<file path="src/design/sce_ram.sv">
// ----------------------------------------------------------------------------
// sce_ram
// Generic single-port-write, single-port-read RAM with a registered read.
// ----------------------------------------------------------------------------
module sce_ram #(
	parameter int Width = 16,
	parameter int Depth = 32
) (
	input  logic                     clk,
	input  logic                     we,
	input  logic [$clog2(Depth)-1:0] waddr,
	input  logic [Width-1:0]         wdata,
	input  logic [$clog2(Depth)-1:0] raddr,
	output logic [Width-1:0]         rdata
);

	logic [Width-1:0] mem_q [Depth];

	// Write and registered read.
	always_ff @(posedge clk) begin
		if (we) begin
			mem_q[waddr] <= wdata;
		end
		rdata <= mem_q[raddr];
	end

endmodule

</file>
<file path="config.mk">
export PLATFORM = sky130hd
export DESIGN_NAME = sce_ram
export DESIGN_NICKNAME = d
export VERILOG_FILES = /design/src/design/sce_ram.sv
export SDC_FILE = /design/constraint.sdc
export NUM_CORES = 1
export LEC_CHECK = 0
export ABC_CLOCK_PERIOD_IN_PS = 1900
export BUFFER_PORTS_ARGS = -buffer_cell sky130_fd_sc_hd__buf_2
export CAP_MARGIN = 15
export CELL_PAD_IN_SITES_DETAIL_PLACEMENT = 0
export CELL_PAD_IN_SITES_GLOBAL_PLACEMENT = 1
export CORE_MARGIN = 3
export CORE_UTILIZATION = 49
export CTS_BUF_LIST = sky130_fd_sc_hd__clkbuf_16
export DETAILED_ROUTE_END_ITERATION = 16
export PLACE_DENSITY_LB_ADDON = 0.1
export SETUP_SLACK_MARGIN = 0.4
export SKIP_LAST_GASP = 1
export SLEW_MARGIN = 20
export SYNTH_ARGS = -nofsm -noshare
export SYNTH_HDL_FRONTEND = slang
export SYNTH_SLANG_ARGS = --single-unit
export TNS_END_PERCENT = 30
</file>
<file path="constraint.sdc">
create_clock -name clk -period 1.9 [get_ports clk]
set_clock_uncertainty 0.1 [all_clocks]
set_input_delay 0 -clock clk [delete_from_list [all_inputs] [get_ports clk]]
set_output_delay 0 -clock clk [all_outputs]
set_load 0.01 [all_outputs]
</file>
---- After elaboration in Yosys (flattened, before gate mapping) ----
Memories as Yosys holds them, arrays and structs flattened. A register that Yosys moved wholly into a read port is not among the register bits.
Index checks and enable logic that the tools add are counted.
storage, ports and cells
  memory bits (read-only) ................. 0
  word-level logic and storage cells ...... 3
  flip-flop bits (word level) ............. 0
  output and inout port bits .............. 16
  memory bits (writable) .................. 512
  memories ................................ 1
  input bits .............................. 28
  latch bits .............................. 0
operators by class
  bitwise logic cells ..................... 0
  multiply operators ...................... 0
  reduce and logical (&&, ||, !) cells .... 0
  shifts and indexed selects .............. 0
  eq/ne operators ......................... 0
  muxes and demuxes ....................... 2
  add/sub/neg operators ................... 0
  divide/modulo/power cells ............... 0
  magnitude comparators ................... 0
memories
  memory  depth  bits a word  rd ports  clocked after Yosys merged registers in  wr ports  line  source
  mem_q   32     16           1         1                                        1         17    logic [Width-1:0] mem_q [Depth];
operators with widths
  cell    number
  $mux 1  2

---- Depth between registers and ports, before layout ----
  depth in word-level cells ............... 2
  mapped depth ............................ 8
  depth with buffers taken out ............ 5

---- Worst setup path after synthesis ----
OpenSTA, ideal clock, no wires.
  path type ............................... input to register
  from .................................... input port waddr[1]
  to ...................................... memory mem_q[12][0], enable pin
  required time ........................... 1.412 ns
  stages .................................. 3
  slack ................................... 0.060 ns
  path buffers ............................ 1
  setup time .............................. 0.388 ns
  arrival ................................. 1.352 ns
  path through ............................ or3b_2 > clkbuf_1 > nor2_1
RTL lines
  element          line  source
  start, declared  11    input logic [$clog2(Depth)-1:0] waddr,
  end, declared    17
No word-level cell before the write port.

==> results.md <==
- Outcome: completed
- Clk_lat worst skew: around 600 ps
- Count of cell types in the netlist: 26
- Total chip power: around 25 mW
- First-pass GRT wire length: 73700 µm
- WHS Path Cells: 5
- Die area: between 0.04 and 0.05 mm²
- Period utilization: 0.779
- Placeable Area: 0.0411 mm²
- Fin worst setup slack: roughly 420 ps
- Gpl congestion: ~0.78
- Critical path type: reg -> reg
- EDFF count, synth: 512
- DR WL/cell: 26.9 µm
- Max Freq: between 600 and 700 MHz
- Synth Register Bits: roughly 530
- Worst Hold Class: in -> reg
- Relative slew margins: 0.505
- Fill cell count: 3119
- Sequential share of the synthesized area: 0.764
- Area contributors post-synth: edfxtp_1 (75%), mux2i_1 (12%), a22oi_1 (2.3%)
- Async set or reset register ratio after synthesis: 0
- Hpwl dp: slightly below 30000 µm
- Largest net degree at the start of global routing: 33
- Syn_area_per_cell: ~18 µm²
- Worst VDD drop: between 0.0007 and 0.0008 V
- Post-synth top cells: edfxtp_1 (512), mux2i_1 (256), a22oi_1 (64)
- Post-Syn Area: around 0.02 mm²
- Final setup fails: 0
- Clk sink count: 528
- Total CTS buffers: between 50 and 60
- R2R cell count: 5
- Final Critical Period: between 1000 and 1500 ps
- Drc violations: 0
- Total track usage: 0.229
- Most frequent cell after synthesis: edfxtp_1
- Area grow syn2layout: 18.0%
- Total wire length: between 50000 and 60000 µm
- Ratio of cells with drive above 1 in the final layout: 0.186
- CTS Root Buffer Type: clkbuf_16
- Clk buf depth: 3
- Htree depth: 2
- Yosys warns: 0
- Die H: about 210 µm
- Io pins: between 40 and 50
- TNS Setup: 0 ps
- Floorplan row count: 74
- Worst-Margin Slew: between 700 and 800 ps
- Cell Pwr Density: roughly 1000 mW/mm²
- Yosys top cell area share: 0.749
- Die Wd: 211 µm
- Initial antenna violation count: 0
- CP startpoint kind: register
- CP Capture Type: register
- CTS tree: done
- RSZ-0062 raised after global routing: yes
- MaxCap Viol Count: 0
- Most used flip-flop cell after synthesis: edfxtp_1
- I/O Buffers: 43
- Syn nets: ~1200
- CP required: around 2300 ps
- LEAKAGE: approximately 8.6 nW
- Initial Utilization: 0.500
- Via Count: 10797
- Final #Nets: 1318
- Antenna viol nets, final: 0
- Critical Path AT: 1920 ps
- Dpl ws: -105 ps
- Hold Violations, Final: 0
- Vias per cell: a little under 6
- Post-CTS Setup Inserts: 0
- Minimum hold slack: about 32 ps
- Post-layout util: 0.589
- Max Slew Vio Count: 0
- Drt first-iter violations: 931
- Worst-path maximum fanout: 1
- Pre-antenna DRT Iters: 5
- Top cell type by total area after synthesis: edfxtp_1
- ANT cells: 0
- Worst-path clk slew: approximately 60 ps
- GRT overflow: 0
- Vias in the first global route: 10788
- Syn Inst Count: between 1000 and 1500
==> flip-flops by register name, indices dropped and copies added, names as in the netlist <==
| signal | count |
|---|---|
| rdata | 16 |
| mem_q | 512 |
==> critical path, cell delays in order (launching register included) <==
cell and delay, ps:
edfxtp_1 330, mux2i_1 70, a22o_1 250, nor3_1 400, a31oi_1 190, nand3_1 110
==> routing by layer <==
layer / vias to the layer above / wire (µm) / global-route usage
met5: - / 0 / 0
met4: 0 / 1410 / 0.0654
met2: 376 / 22300 / 0.342
met1: 5489 / 22700 / 0.343
met3: 76 / 3690 / 0.0527
li1: 4856 / - / -
==> cell families (layout without fill, tap and decap cells) <==
logic type / Yosys count / count (layout) / share of synthesized area
DFF: 528 / 528 / 0.764
buffers and inverters: 67 / 258 / 0.0263
AOI/OAI and AO/OA: 144 / 144 / 0.0497
and+or+nand+nor: 148 / 148 / 0.0349
muxes: 256 / 256 / 0.125
==> area by class of cell <==
class / instances / area (µm²) / share of cell area
well taps: 532 / 666 / 0.0275
clock buffers: 55 / 1380 / 0.0568
clock inverters: 44 / 370 / 0.0153
repair buffers: 159 / 1650 / 0.0679
flip-flops and latches: 528 / 15700 / 0.648
multi-input cells: 548 / 4480 / 0.185
==> report_power, final <==
group | internal (mW) | switching, mW
Clock | 6.15 | 4.19
Sequential | 13.0 | 0.0545
Combinational | 0.547 | 0.936
Total | 19.7 | 5.19
==> through the flow <==
stage	cells	area, µm²
detailed placement	1747	22200
global route	1866	24200
CTS	1866	24200
finish	1866	24200
global placement	1747	22200
floorplan	1143	20600
==> final timing paths <==
| path | slack [ps] | from | endpoint |
|---|---|---|---|
| setup / recovery | 420 | mem_q[0][3]$_DFFE_PP_ | rdata[3]$_DFF_P_ |
| hold / removal | 30 | raddr[4] | rdata[10]$_DFF_P_ |
| setup reg to reg | 420 | mem_q[0][3]$_DFFE_PP_ | rdata[3]$_DFF_P_ |
| hold reg to reg | 500 | mem_q[11][1]$_DFFE_PP_ | rdata[1]$_DFF_P_ |
==> layout by cell type (no fill, tap or decap), drive strengths merged, types with 16 or more instances in the layout <==
cell	n
a21oi	32
a22o	32
a22oi	64
a31oi	16
buf	139
clkbuf	55
clkinv	19
dfxtp	16
dlygate4sd3	20
edfxtp	512
inv	17
mux2i	256
nand2	33
nand3	34
nand4	16
nor2	34
nor3	16
==> what timing repair did <==
action / in CTS / in global routing
hold buffers: 20 / 0
endpoints found under the hold margin: 528 / 0
gates resized for setup: 1 / 11
gates cloned: 0 / 0
pin swaps: 0 / 3
setup endpoints to repair: 6 / 14
(Power assumes the default switching activity.)
