<file path="src/design/sce_pkg.sv">
// ----------------------------------------------------------------------------
// sce_pkg
// Shared types and constants of the subset capacity enumerator.
// ----------------------------------------------------------------------------
package sce_pkg;

	localparam int MaxVars = 32;
	localparam int IdxW = 5;
	localparam int CntW = 6;
	localparam int CapW = 40;
	localparam logic [CapW-1:0] CapMax = {CapW{1'b1}};

	typedef enum logic [1:0] {
		ACT_WR_MATRIX = 2'd0,
		ACT_WR_TARGET = 2'd1,
		ACT_RESTART   = 2'd2,
		ACT_NEXT      = 2'd3
	} action_t;

	typedef struct packed {
		logic [1:0]         action;
		logic [IdxW-1:0]    row_index;
		logic [IdxW-1:0]    col_index;
		logic signed [15:0] entry_value;
	} sce_in_t;

	typedef struct packed {
		logic [CapW-1:0]    capacity;
		logic [MaxVars-1:0] subset_mask;
		logic [CntW-1:0]    subset_size;
		logic               final_subset;
		logic               zero_denominator;
		logic               saturated;
	} sce_out_t;

	// Divider request and answer. The row sum needs 21 bits.
	typedef struct packed {
		logic        start;
		logic [39:0] dividend;
		logic [20:0] divisor;
	} div_req_t;

	typedef struct packed {
		logic        done;
		logic [39:0] quotient;
	} div_rsp_t;

endpackage

</file>
<file path="src/design/sce_div.sv">
// ----------------------------------------------------------------------------
// sce_div
// Radix-2 restoring divider: one quotient bit per cycle, 40 quotient bits.
// ----------------------------------------------------------------------------
module sce_div
	import sce_pkg::*;
(
	input  logic     clk,
	input  logic     arst_n,
	input  div_req_t req,
	output div_rsp_t rsp
);

	logic [39:0] quo_q;
	logic [20:0] dsr_q;
	logic [20:0] rem_q;
	logic [5:0]  cnt_q;
	logic        busy_q;
	logic        done_q;
	logic [21:0] trial;
	logic [22:0] diff;

	// One trial subtraction per cycle.
	always_comb begin
		trial = {rem_q, quo_q[39]};
		diff  = {1'b0, trial} - {2'b00, dsr_q};
	end

	always_ff @(posedge clk or negedge arst_n) begin
		if (!arst_n) begin
			busy_q <= 1'b0;
			cnt_q  <= '0;
			done_q <= 1'b0;
		end else begin
			done_q <= 1'b0;
			if (req.start) begin
				busy_q <= 1'b1;
				cnt_q  <= 6'd40;
			end else if (busy_q) begin
				cnt_q <= cnt_q - 6'd1;
				if (cnt_q == 6'd1) begin
					busy_q <= 1'b0;
					done_q <= 1'b1;
				end
			end
		end
	end

	always_ff @(posedge clk) begin
		if (req.start) begin
			quo_q <= req.dividend;
			dsr_q <= req.divisor;
			rem_q <= '0;
		end else if (busy_q) begin
			if (!diff[22]) begin
				rem_q <= diff[20:0];
				quo_q <= {quo_q[38:0], 1'b1};
			end else begin
				rem_q <= trial[20:0];
				quo_q <= {quo_q[38:0], 1'b0};
			end
		end
	end

	assign rsp = {done_q, quo_q};

endmodule

</file>
<file path="config.mk">
export PLATFORM = sky130hd
export DESIGN_NAME = sce_div
export DESIGN_NICKNAME = d
export VERILOG_FILES = /design/src/design/sce_pkg.sv /design/src/design/sce_div.sv
export SDC_FILE = /design/constraint.sdc
export NUM_CORES = 1
export LEC_CHECK = 0
export BUFFER_PORTS_ARGS = -buffer_cell sky130_fd_sc_hd__buf_2
export CAP_MARGIN = 20
export CORE_MARGIN = 1
export CORE_UTILIZATION = 50
export DETAILED_ROUTE_END_ITERATION = 10
export GPL_TIMING_DRIVEN = 0
export PLACE_DENSITY = 0.74
export SLEW_MARGIN = 40
export SYNTH_ARGS = -nofsm -noshare
export SYNTH_HDL_FRONTEND = slang
export SYNTH_SLANG_ARGS = --single-unit
</file>
<file path="constraint.sdc">
create_clock -name clk -period 3.8 [get_ports clk]
set_clock_uncertainty 0.05 [all_clocks]
set_input_delay 0.57 -clock clk [delete_from_list [all_inputs] [get_ports clk]]
set_output_delay 0.57 -clock clk [all_outputs]
set_load 0.01 [all_outputs]
</file>
### Yosys cells after proc, flatten, opt, wreduce, memory -nomap -nowiden

Cells that the tools add are included.

* add/sub/neg operators: 2
* $mul: 0
* div/mod/pow operators: 0
* magnitude comparators: 0
* equality and inequality tests: 1
* shifts and indexed selects: 0
* muxes and demuxes: 12
* bitwise gates (word level): 0
* reductions and logical operators: 1

Operator list (number)
* 2-to-1 mux 40 bit: 2
* subtractor 22 x 21 -> 23 bit: 1
* 2-to-1 mux 21 bit: 1
* 2-to-1 mux 6 bit: 2
* 2-to-1 mux 1 bit: 7
* equality test 6 x 1 -> 1 bit, second input constant: 1
* subtractor 6 x 1 -> 6 bit, second input constant: 1
* nonzero test 2 bit: 1

* register bits after elaboration: 90
* latch bits: 0
* bits in writable memories: 0
* ROM bits: 0
* input port bits: 64
* output and inout bits: 41
* logic and storage cells: 22
* memories kept: 0

### Longest topological paths before layout

* depth after elaboration: 4
* mapped depth: 12
* mapped depth without buffers: 11

### Worst setup path before layout

Ideal clock, no wire load.

* path type: reg-to-reg
* start point: register quo_q[39]
* end point: register rem_q[7]
* setup time: 0.137 ns
* arrival: 2.536 ns
* required time: 3.613 ns
* setup slack: 1.077 ns
* stages on the path, launching flop included: 12
* path buffers: 1
* period minus slack after synthesis: 2.723 ns
* cells stage by stage: edfxtp_1 -> inv_1 -> ha_1 -> inv_1 -> fa_1 -> a21oi_4 -> o211ai_2 -> a22o_1 -> o41a_4 -> buf_6 -> a311oi_2 -> nor3_1

* longest elaborated chain between the ends: 2

Ends and longest elaborated chain
* start: declaration: RTL line sce_div.sv:14 `logic [39:0] quo_q;`
* start signal: assignment: RTL line sce_div.sv:51 `quo_q <= req.dividend;`
* start signal: assignment: RTL line sce_div.sv:57 `quo_q <= {quo_q[38:0], 1'b1};`
* start signal: assignment: RTL line sce_div.sv:60 `quo_q <= {quo_q[38:0], 1'b0};`
* subtractor 22 x 21 -> 23 bit: RTL line sce_div.sv:26 `diff = {1'b0, trial} - {2'b00, dsr_q};`
* 2-to-1 mux 21 bit: RTL line sce_div.sv:55 `if (!diff[22]) begin`
* end signal: assignment: RTL line sce_div.sv:56 `rem_q <= diff[20:0];`
* end signal: assignment: RTL line sce_div.sv:59 `rem_q <= trial[20:0];`
* end: declaration: RTL line sce_div.sv:16 `logic [20:0] rem_q;`

Every way passes these cells.
A chain may end at the register's enable or synchronous reset.

### Worst setup path after layout

* start point: register quo_q[39]
* end point: register rem_q[10]

Same word-level chain as after synthesis.

==> metrics <==
run status finished, final reports clean; initial antenna violation count 0; crit path from quo_q[39]; Max clock buf depth 2; final WL about 11000 microns; sw frac 26.8%; Hold Path Sink dsr_q[14]; Final min period slightly above 3000 ps; grt ovf 0; fmax around 330 MHz; Max Transition Viols Final 0; PD cells ~380 nW/um^2; DRT antenna net count 0; commonest non-fill, non-tap cell in the layout buf_2; Syn Area/Cell 11.4 sq um; Clock Sink Count 90; Peak VDD IR 260 uV; GP Congestion about 0.91; DR iter-0 viols 261; Clk pwr share between 30% and 40%; Hold Path Depth 1; total number of yosys warnings 0; worst hold path startpoint req[14]; setup violators final 0; Final Hold Vio Count 0; Worst-Margin Slew between 700 and 800 ps; WP data required between 4000 and 5000 ps; CP endpoint kind register; number of synthesized register bits 90; vias in the first global route approximately 3500; final HPWL from detailed placement around 7700 microns; R2R Setup Slk about 770 ps; Diodes inserted 0; Site Rows 35; LEAKAGE between 2 and 2.5 nW; setup TNS after final layout 0 ps; GR Util All Layers approximately 22%; # nets final about 630; Initial DRT Pass Iterations 5; sequential power share between 50 and 60%; Max H-tree Level 3; syn_nets around 500; DR DRC count 0; fin crit share between 70% and 80%; Die Y 100 microns; largest net degree at the start of global routing between 40 and 50; commonest cells after routing, fill and taps aside buf_2 (105), edfxtp_1 (61), mux2_2 (40); crit path max fanout 10; share of cells above drive strength 1 between 30% and 40%; sw power around 0.6 mW; Comb pwr share between 15 and 20%; critical path arrival around 3300 ps; HP Class in -> reg; slew margin rel. 47.6%; setup bufs post-CTS 0; Die W between 100 and 150 microns; Hold Slack around 330 ps; I/O Pins about 110; Cell Area, Synth slightly below 5000 sq um; Skew-Pair Late Insertion Delay 370 ps; WL/cell about 16 microns; routed vias/inst roughly 5.5; clock slew at reported path FFs around 100 ps; CTS tree done; Mapped Cells about 430; share of flip-flops with an asynchronous set or reset 8.89%; crit path kind reg -> reg; PortBufs 104; max cap viols 0; internal power between 1.5 and 2 mW; EDFF count, synth 61; Root Buffer clkbuf_8; Post-Route Utilization about 60%; RR Endpoint rem_q[10]; Post-synth top flop edfxtp_1; global-route wire length before repair ~17000 microns; area grow syn2layout 18.4%; unrepaired setup endpoints after global routing no; worst r2r src quo_q[39]; sequential-to-total area share from yosys stat 50.6%; routed via count 3704; Initial Utilization 51.9%; core box area between 9000 and 10000 sq um; Distinct cells, synth 60; total CTS buffers 9; Reg2Reg Depth 11; Die Area 10100 sq um; Critical Path Start Type register
## timing repair
item,CTS,global route
resized for setup,0,0
hold buffers,1,0
endpoints found under the hold margin,8,0
## routing by layer
metal	up-vias	track usage, %	share of wire (%)
met4	0	8.14	2.4
met3	22	5.43	5.8
li1	1801	-	-
met2	127	34.9	48
met5	-	0	0
met1	1754	29.3	44
## Yosys cell counts (all sizes together) (7+ instances only)
| cell | instances | share of area (%) |
|---|---|---|
| mux2 | 40 | 9.3 |
| xnor2 | 11 | 2.0 |
| a21oi | 31 | 3.9 |
| ha | 23 | 5.9 |
| dfrtp | 8 | 4.1 |
| dfxtp | 21 | 8.7 |
| inv | 34 | 2.6 |
| clkbuf | 9 | 0.70 |
| nand2 | 37 | 2.9 |
| nor3 | 9 | 1.2 |
| o21ai | 30 | 3.3 |
| xor2 | 7 | 1.3 |
| buf | 7 | 1.1 |
| edfxtp | 61 | 38 |
| nor2 | 22 | 1.8 |
## registers in the layout, summed over array words and instances (netlist names)
name,count
dsr_q,21
rem_q,21
done_q,1
busy_q,1
quo_q,40
cnt_q,6
## power groups by stage
stage,Sequential (mW),Clock (mW),Combinational [mW]
floorplan,1.21,0,0.190
global placement,1.19,0,0.328
detailed placement,1.20,0,0.337
CTS,1.18,0.688,0.340
global route,1.19,0.729,0.374
finish,1.18,0.678,0.340
## stage by stage
| stage | instance area [sq um] | setup slack [ps] | cells | total power, mW |
|---|---|---|---|---|
| 2_1_floorplan | 4840 | 1080 | 425 | 1.41 |
| 3_3_place_gp | 5530 | 328 | 658 | 1.52 |
| 3_5_place_dp | 5530 | 602 | 658 | 1.53 |
| 4_1_cts | 5740 | 758 | 675 | 2.20 |
| 5_1_grt | 5740 | 575 | 675 | 2.29 |
| 6_report | 5740 | 766 | 675 | 2.19 |
## cells by family after synthesis
| logic type | Yosys count | synth area share [%] |
|---|---|---|
| buffers and inverters | 50 | 4.44 |
| XOR/XNOR | 18 | 3.25 |
| AND/OR/NAND/NOR | 95 | 9.38 |
| flip-flops | 90 | 50.6 |
| adder cells (fa/ha/maj) | 24 | 6.35 |
| multiplexers | 42 | 9.71 |
| AO/OA/AOI/OAI | 106 | 16.2 |
## final cells by class
type	instances	area [sq um]
fill	783	3590
inverter	34	129
clock buffer	9	124
sequential	90	2450
timing repair buffer	105	531
multi-input combinational	285	2180
tap	129	161
buffer	16	87.6
clock inverter	7	76.3
## worst max-delay path, cell delays in order, from the launching register on
cell and delay (ps):
edfxtp_1 420, inv_1 80, ha_1 160, inv_1 50
fa_1 440, a21oi_4 210, o211ai_2 140, a22o_1 250
o41ai_2 490, buf_4 290, nand2_1 90, a311oi_2 250
## how the worst max path moves through the flow
| stage | slack, ps | cells past startpoint | endpoint |
|---|---|---|---|
| final | 770 | 11 | rem_q[10] |
| after global routing | 580 | 12 | rem_q[6] |
| after CTS | 760 | 11 | rem_q[10] |
| after detailed placement | 600 | 5 | quo_q[37] |
| after global placement | 330 | 5 | quo_q[12] |
| after floorplan | 1080 | 11 | rem_q[7] |
(Power assumes the default switching activity.)
